**src/itl_pkg.sv**
```systemverilog
// shared types and codes for the interval table lookup unit
package itl_pkg;

  localparam int unsigned WORD_W  = 64;
  localparam int unsigned COUNT_W = 11;
  localparam int unsigned INDEX_W = 10;
  localparam int unsigned CFG_IDX_W = 1;

  localparam logic ACT_WRITE  = 1'b0;
  localparam logic ACT_LOOKUP = 1'b1;

  localparam logic [CFG_IDX_W-1:0] REG_SEGMENT_BASE = 1'b0;
  localparam logic [CFG_IDX_W-1:0] REG_ENTRY_COUNT  = 1'b1;

  typedef enum logic [1:0] {
    ST_IDLE,
    ST_PROBE,
    ST_CHECK
  } itl_state_t;

  typedef struct packed {
    logic [WORD_W-1:0] start_off;
    logic [WORD_W-1:0] end_off;
    logic [WORD_W-1:0] info_off;
  } itl_entry_t;

  typedef struct packed {
    logic              found;
    logic [WORD_W-1:0] hit_start;
    logic [WORD_W-1:0] hit_end;
    logic [WORD_W-1:0] info_address;
  } itl_result_t;

endpackage

```
**src/itl_search.sv**
```systemverilog
// binary search sequencer over the entry table
module itl_search #(
  parameter int unsigned TABLE_DEPTH = 1024,
  parameter int unsigned AW          = 10,
  parameter int unsigned CW          = 11
) (
  input  logic                          clk,
  input  logic                          rst_n,
  input  logic                          start,
  input  logic                          action,
  input  logic [itl_pkg::INDEX_W-1:0]   entry_index,
  input  logic [itl_pkg::WORD_W-1:0]    query_address,
  input  logic [itl_pkg::WORD_W-1:0]    segment_base,
  input  logic [itl_pkg::COUNT_W-1:0]   entry_count,
  input  itl_pkg::itl_entry_t           rd_data,
  output logic                          busy,
  output logic                          mem_we,
  output logic [AW-1:0]                 mem_wr_addr,
  output logic [AW-1:0]                 mem_rd_addr,
  output logic                          res_valid,
  output itl_pkg::itl_result_t          result
);
  import itl_pkg::*;

  localparam logic [31:0] DEPTH32 = 32'(TABLE_DEPTH);

  itl_state_t        state_r, state_nxt;
  logic [CW-1:0]     lo_r, lo_nxt;
  logic [CW-1:0]     hi_r, hi_nxt;
  logic [CW-1:0]     mid_r, mid_nxt;
  logic [WORD_W-1:0] rel_r, rel_nxt;
  logic              res_valid_r, res_valid_nxt;
  itl_result_t       result_r, result_nxt;

  logic              accept;
  logic [CW:0]       mid_sum;
  logic [CW-1:0]     mid;
  logic [CW-1:0]     count_clamp;
  logic              below_start;
  logic              past_end;
  logic              more;

  assign accept      = start && (state_r == ST_IDLE);
  assign mid_sum     = {1'b0, lo_r} + {1'b0, hi_r};
  assign mid         = mid_sum[CW:1];
  assign more        = lo_r < hi_r;
  assign below_start = rel_r < rd_data.start_off;
  assign past_end    = rel_r >= rd_data.end_off;
  assign count_clamp = (32'(entry_count) > DEPTH32) ? CW'(TABLE_DEPTH) : CW'(entry_count);

  always_comb begin
    state_nxt = state_r;
    case (state_r)
      ST_IDLE: begin
        if (accept && action == ACT_LOOKUP) begin
          state_nxt = ST_PROBE;
        end
      end
      ST_PROBE: begin
        state_nxt = more ? ST_CHECK : ST_IDLE;
      end
      ST_CHECK: begin
        state_nxt = (below_start || past_end) ? ST_PROBE : ST_IDLE;
      end
      default: state_nxt = ST_IDLE;
    endcase
  end

  always_comb begin
    lo_nxt        = lo_r;
    hi_nxt        = hi_r;
    mid_nxt       = mid_r;
    rel_nxt       = rel_r;
    res_valid_nxt = 1'b0;
    result_nxt    = result_r;
    mem_we        = 1'b0;
    mem_wr_addr   = AW'(entry_index);
    mem_rd_addr   = AW'(mid);
    case (state_r)
      ST_IDLE: begin
        if (accept) begin
          if (action == ACT_LOOKUP) begin
            lo_nxt  = '0;
            hi_nxt  = count_clamp;
            rel_nxt = query_address - segment_base;
          end else begin
            mem_we = 32'(entry_index) < DEPTH32;
          end
        end
      end
      ST_PROBE: begin
        mid_nxt = mid;
        if (!more) begin
          res_valid_nxt = 1'b1;
          result_nxt    = '0;
        end
      end
      ST_CHECK: begin
        if (below_start) begin
          hi_nxt = mid_r;
        end else if (past_end) begin
          lo_nxt = mid_r + 1'b1;
        end else begin
          res_valid_nxt           = 1'b1;
          result_nxt.found        = 1'b1;
          result_nxt.hit_start    = rd_data.start_off + segment_base;
          result_nxt.hit_end      = rd_data.end_off + segment_base;
          result_nxt.info_address = rd_data.info_off + segment_base;
        end
      end
      default: begin
        res_valid_nxt = 1'b0;
      end
    endcase
  end

  always_ff @(posedge clk) begin
    if (!rst_n) begin
      state_r     <= ST_IDLE;
      res_valid_r <= 1'b0;
    end else begin
      state_r     <= state_nxt;
      res_valid_r <= res_valid_nxt;
    end
  end

  always_ff @(posedge clk) begin
    lo_r     <= lo_nxt;
    hi_r     <= hi_nxt;
    mid_r    <= mid_nxt;
    rel_r    <= rel_nxt;
    result_r <= result_nxt;
  end

  assign busy      = state_r != ST_IDLE;
  assign res_valid = res_valid_r;
  assign result    = result_r;

endmodule

```
**config.mk**
```make
export PLATFORM = sky130hd
export DESIGN_NAME = itl_search
export DESIGN_NICKNAME = d
export VERILOG_FILES = /design/src/itl_pkg.sv /design/src/itl_search.sv
export SDC_FILE = /design/constraint.sdc
export NUM_CORES = 1
export LEC_CHECK = 0
export BUFFER_PORTS_ARGS = -buffer_cell sky130_fd_sc_hd__clkbuf_2
export CAP_MARGIN = 40
export CORE_MARGIN = 1
export CORE_UTILIZATION = 58
export CTS_CLUSTER_SIZE = 16
export DETAILED_ROUTE_END_ITERATION = 16
export PLACE_DENSITY_LB_ADDON = 0.05
export SETUP_SLACK_MARGIN = 0.2
export SLEW_MARGIN = 25
export SYNTH_ARGS = -nofsm -noshare
export SYNTH_HDL_FRONTEND = slang
export SYNTH_SLANG_ARGS = --single-unit
```
**constraint.sdc**
```tcl
create_clock -name clk -period 20.3 [get_ports clk]
set_input_delay 3.045 -clock clk [delete_from_list [all_inputs] [get_ports clk]]
set_output_delay 3.045 -clock clk [all_outputs]
set_load 0.01 [all_outputs]
```
==> run_results.csv <==
group,metric,value,unit
status,status,"finished clean",
clocking,clock-sinks,293,
clocking,clk_path_buf_depth,3,
grt,grt_overflow,0,
min_path,hold_path_startpoint,"state_r[1]",
sta,clock_skew,0.0311,ns
logic_synthesis,synthXorXnorAreaFrac,0.0697,
logic_synthesis,syn_area,29400,um^2
clocking,path_clk_slew,0.06,ns
drt,drtAntennaViolNets,0,
logic_synthesis,synth_top_family_by_area,"compound AO/OA/AOI/OAI gates",
clocking,clock_latency,0.57,ns
clocking,cts_setup_buffers,0,
drt,wl,110000,um
drt,wl_met1,44600,um
setup_path,slowest_delay,0.58,ns
setup_path,critPathLaunchType,"input port",
setup_path,rr_startpoint,"rel_r[49]",
setup_path,crit_arrival,7.65,ns
drt,vias,29600,
min_path,hold_class,"flop to flop",
drt,drtPass1Iterations,9,
clocking,cts-root-buf,"clkbuf_16",
logic_synthesis,synth_compound_gate_area_share,0.238,
pwr,p_per_area,88.1,nW/um^2
drt,viasPerCell,6.44,
logic_synthesis,synth_edf_count,290,
layout,syn_to_final_growth,14.8,%
drt,routed-wl-met3,13500,um
die,die_w,227,um
grt,grt_max_degree,74,
setup_path,end_kind,"flop",
run,drv_cap,0,
place,dp_slack,12.25,ns
logic_synthesis,ys_types,90,
sta,timing.final.crit_share,0.365,
sta,max_freq,135,MHz
layout,drive_gt1_frac,0.168,
logic_synthesis,netlist.top_cell.by_area,"edfxtp_1",
layout,final_nets,4630,
setup_path,crit_family,"compound AO/OA/AOI/OAI gates",
logic_synthesis,ys.flop_type,"edfxtp_1",
die,rows,82,
die,die_y,227,um
sta,setup_ws,12.89,ns
sta,setup-violations-final,0,
clocking,cts_made_buffers,36,
setup_path,slowest_stage,"a21boi_1",
sta,drv_slew,0,
place,routabilityCongestion,0.993,
logic_synthesis,yosysSeqAreaShare,0.298,
logic_synthesis,synth_seq_cells,293,
logic_synthesis,yosysWarnings,0,
logic_synthesis,synth-adder-area-share,0.175,
logic_synthesis,syn_nets,4179,
sta,worst_slew_pin_slew,0.851,ns
die,dieArea,51600,um^2
logic_synthesis,postSynthCellCount,3425,
die,initial_core_util,0.587,
clocking,cts_tree,"built",
logic_synthesis,synth_async_sr_flop_share,0,
drt,wl_met2,46700,um
logic_synthesis,synth.area.top_cells,"edfxtp_1 (30%), ha_1 (17%), a21oi_1 (5.7%), a21o_1 (5.4%), nor2_1 (4.2%)",
sta,slew_headroom,0.430,
logic_synthesis,synth.avg_cell_area,8.58,um^2
clocking,cts_hold_buf,0,
place,dpl.hpwl,90400,um
layout,fin_area,33800,um^2
sta,rsz0062_at_grt,"no",
logic_synthesis,synthMuxAreaShare,0.00417,
drt,highest_layer,"met5",
sta,fin_crit,7.41,ns
setup_path,startpoint,"rd_data[113]",
grt,grt_usage,0.414,
grt,grt_first_pass_wirelength,162000,um
setup_path,cp_max_fo,59,
die,io_pins,561,
clocking,cts.htree.levels,2,
setup_path,worst-setup-path-type,"input port to flop",
drt,first_iter_violations,3116,
logic_synthesis,synthSimpleGateAreaFrac,0.156,
setup_path,path_cells,"clkbuf_2 > inv_1 > ha_1 > a21o_1 > a21o_1 > a21o_1 > a221o_1 > a2111oi_0 > nor2_1 > a211oi_1 > a21boi_1 > a21oi_1 > a21oi_4 > buf_4 > buf_16 > buf_4 > buf_12",
setup_path,crit_top_cell,"a21o_1",
die,coreArea,50100,um^2
setup_path,path_buf_inv,6,
setup_path,cp.required,20.54,ns
place,post_dp_cell_area,32500,um^2
place,portBuffers,540,
clocking,cts_resized,0,
pwr,vdd_drop_max,59.4,uV
drt,wl_per_cell,24.0,um
grt,grt_pass1_vias,28300,
logic_synthesis,netlist.area_leader.share,0.296,
grt,grt_antenna_before_repair,19,
sta,fin_tns_setup,0,ns
drt,route.detailed.drc,0,
pwr,power,2970,uW
pwr,p_leak,0.0159,uW
sta,finalHoldViolCount,0,
## report_power, final
group / internal (uW) / total [uW] / switching (uW) / leakage (uW)
Combinational: 466 / 1280 / 817 / 0.0126
Sequential: 910 / 1010 / 102 / 0.00275
Clock: 395 / 678 / 283 / 0.000584
## cell usage in the layout (no fill, tap or decap), types with 8 or more instances in the layout
cell,instances
o211ai_1,24
o21ai_0,174
and2_1,23
clkbuf_16,38
edfxtp_1,290
nand2b_1,46
a21oi_1,335
mux2i_1,10
o31ai_1,10
o21a_1,26
nor3_1,56
xnor2_1,133
nor2_1,326
o21bai_1,70
nor2b_1,28
a211o_1,8
a21boi_0,19
a221o_1,12
o21ai_1,15
a221oi_1,8
buf_4,8
nand4_1,101
xor2_1,101
ha_1,403
and3_1,24
inv_1,293
or3_1,17
nand2_1,233
a211oi_1,21
diode_2,20
a31oi_1,31
nand3_1,65
a21o_1,211
nor4_1,17
a2111oi_0,8
clkbuf_2,541
## path summary, 6_finish.rpt
| kind | endpoint | slack, ns | cells past startpoint |
|---|---|---|---|
| max | result[105] | 12.89 | 17 |
| min | state_r[1] | 0.55 | 2 |
| max reg2reg | result[105] | 15.00 | 15 |
| min reg2reg | state_r[1] | 0.55 | 2 |
## logic make-up after synthesis
logic type	after synthesis
adder cells (fa/ha/maj)	409
flip-flops	293
XOR/XNOR	234
buffers and inverters	434
multiplexers	12
AND/OR/NAND/NOR	974
AO/OA/AOI/OAI	1069
## area by class of cell
type	instances	area [um^2]
Antenna cell	20	50.0
Clock buffer	42	966
Clock inverter	22	241
Fill cell	4109	16300
Inverter	294	1110
Multi-Input combinational cell	2698	18900
Sequential cell	293	8770
Tap cell	672	841
Timing Repair Buffer	553	2850
## registers in the layout (all words and copies together), names as in the netlist
name,flops
res_valid,1
result,193
state_r,2
rel_r,64
hi_r,11
mid_r,11
lo_r,11
## per-stage QoR
stage                     hold WS, ns  utilization  std cells
after global placement          0.492        0.647       4504
after detailed placement        0.528        0.649       4508
final                           0.548        0.674       4594
after floorplan                 0.474            -       3425
after CTS                       0.536        0.673       4572
after global routing            0.547        0.674       4591
## synth_stat cells (10+ instances only)
master      n
buf_4      21
ha_1      404
edfxtp_1  290
o21ai_1    15
xor2_1    101
a221o_1    12
o21a_1     26
nand2b_1   46
a31oi_1    31
xnor2_1   133
nor4_1     17
a211oi_1   21
and3_1     25
a21oi_1   337
inv_1     294
nand3_1    65
o31ai_1    10
nor2_1    326
nor3_1     56
nand2_1   233
or3_1      17
clkbuf_1  109
nor2b_1    28
and2_1     23
mux2i_1    10
o21ai_0   174
a21o_1    211
o211ai_1   24
nand4_1   101
o21bai_1   70
a21boi_0   19
## layer usage
layer | GRT usage | vias up
met5 | 0 | -
met4 | 0.203 | 2
met3 | 0.101 | 308
met2 | 0.622 | 1914
met1 | 0.556 | 13900
li1 | - | 13400
## worst reg2reg max path: cells and delay by family, from the launching register on
family / cells / cell delay, ns
adder cells (fa/ha/maj): 1 / 0.35
flip-flops: 1 / 0.50
buffers and inverters: 4 / 1.38
AND/OR/NAND/NOR: 1 / 0.10
AO/OA/AOI/OAI: 9 / 2.59
No activity file was read; power rests on OpenSTA's default activity.
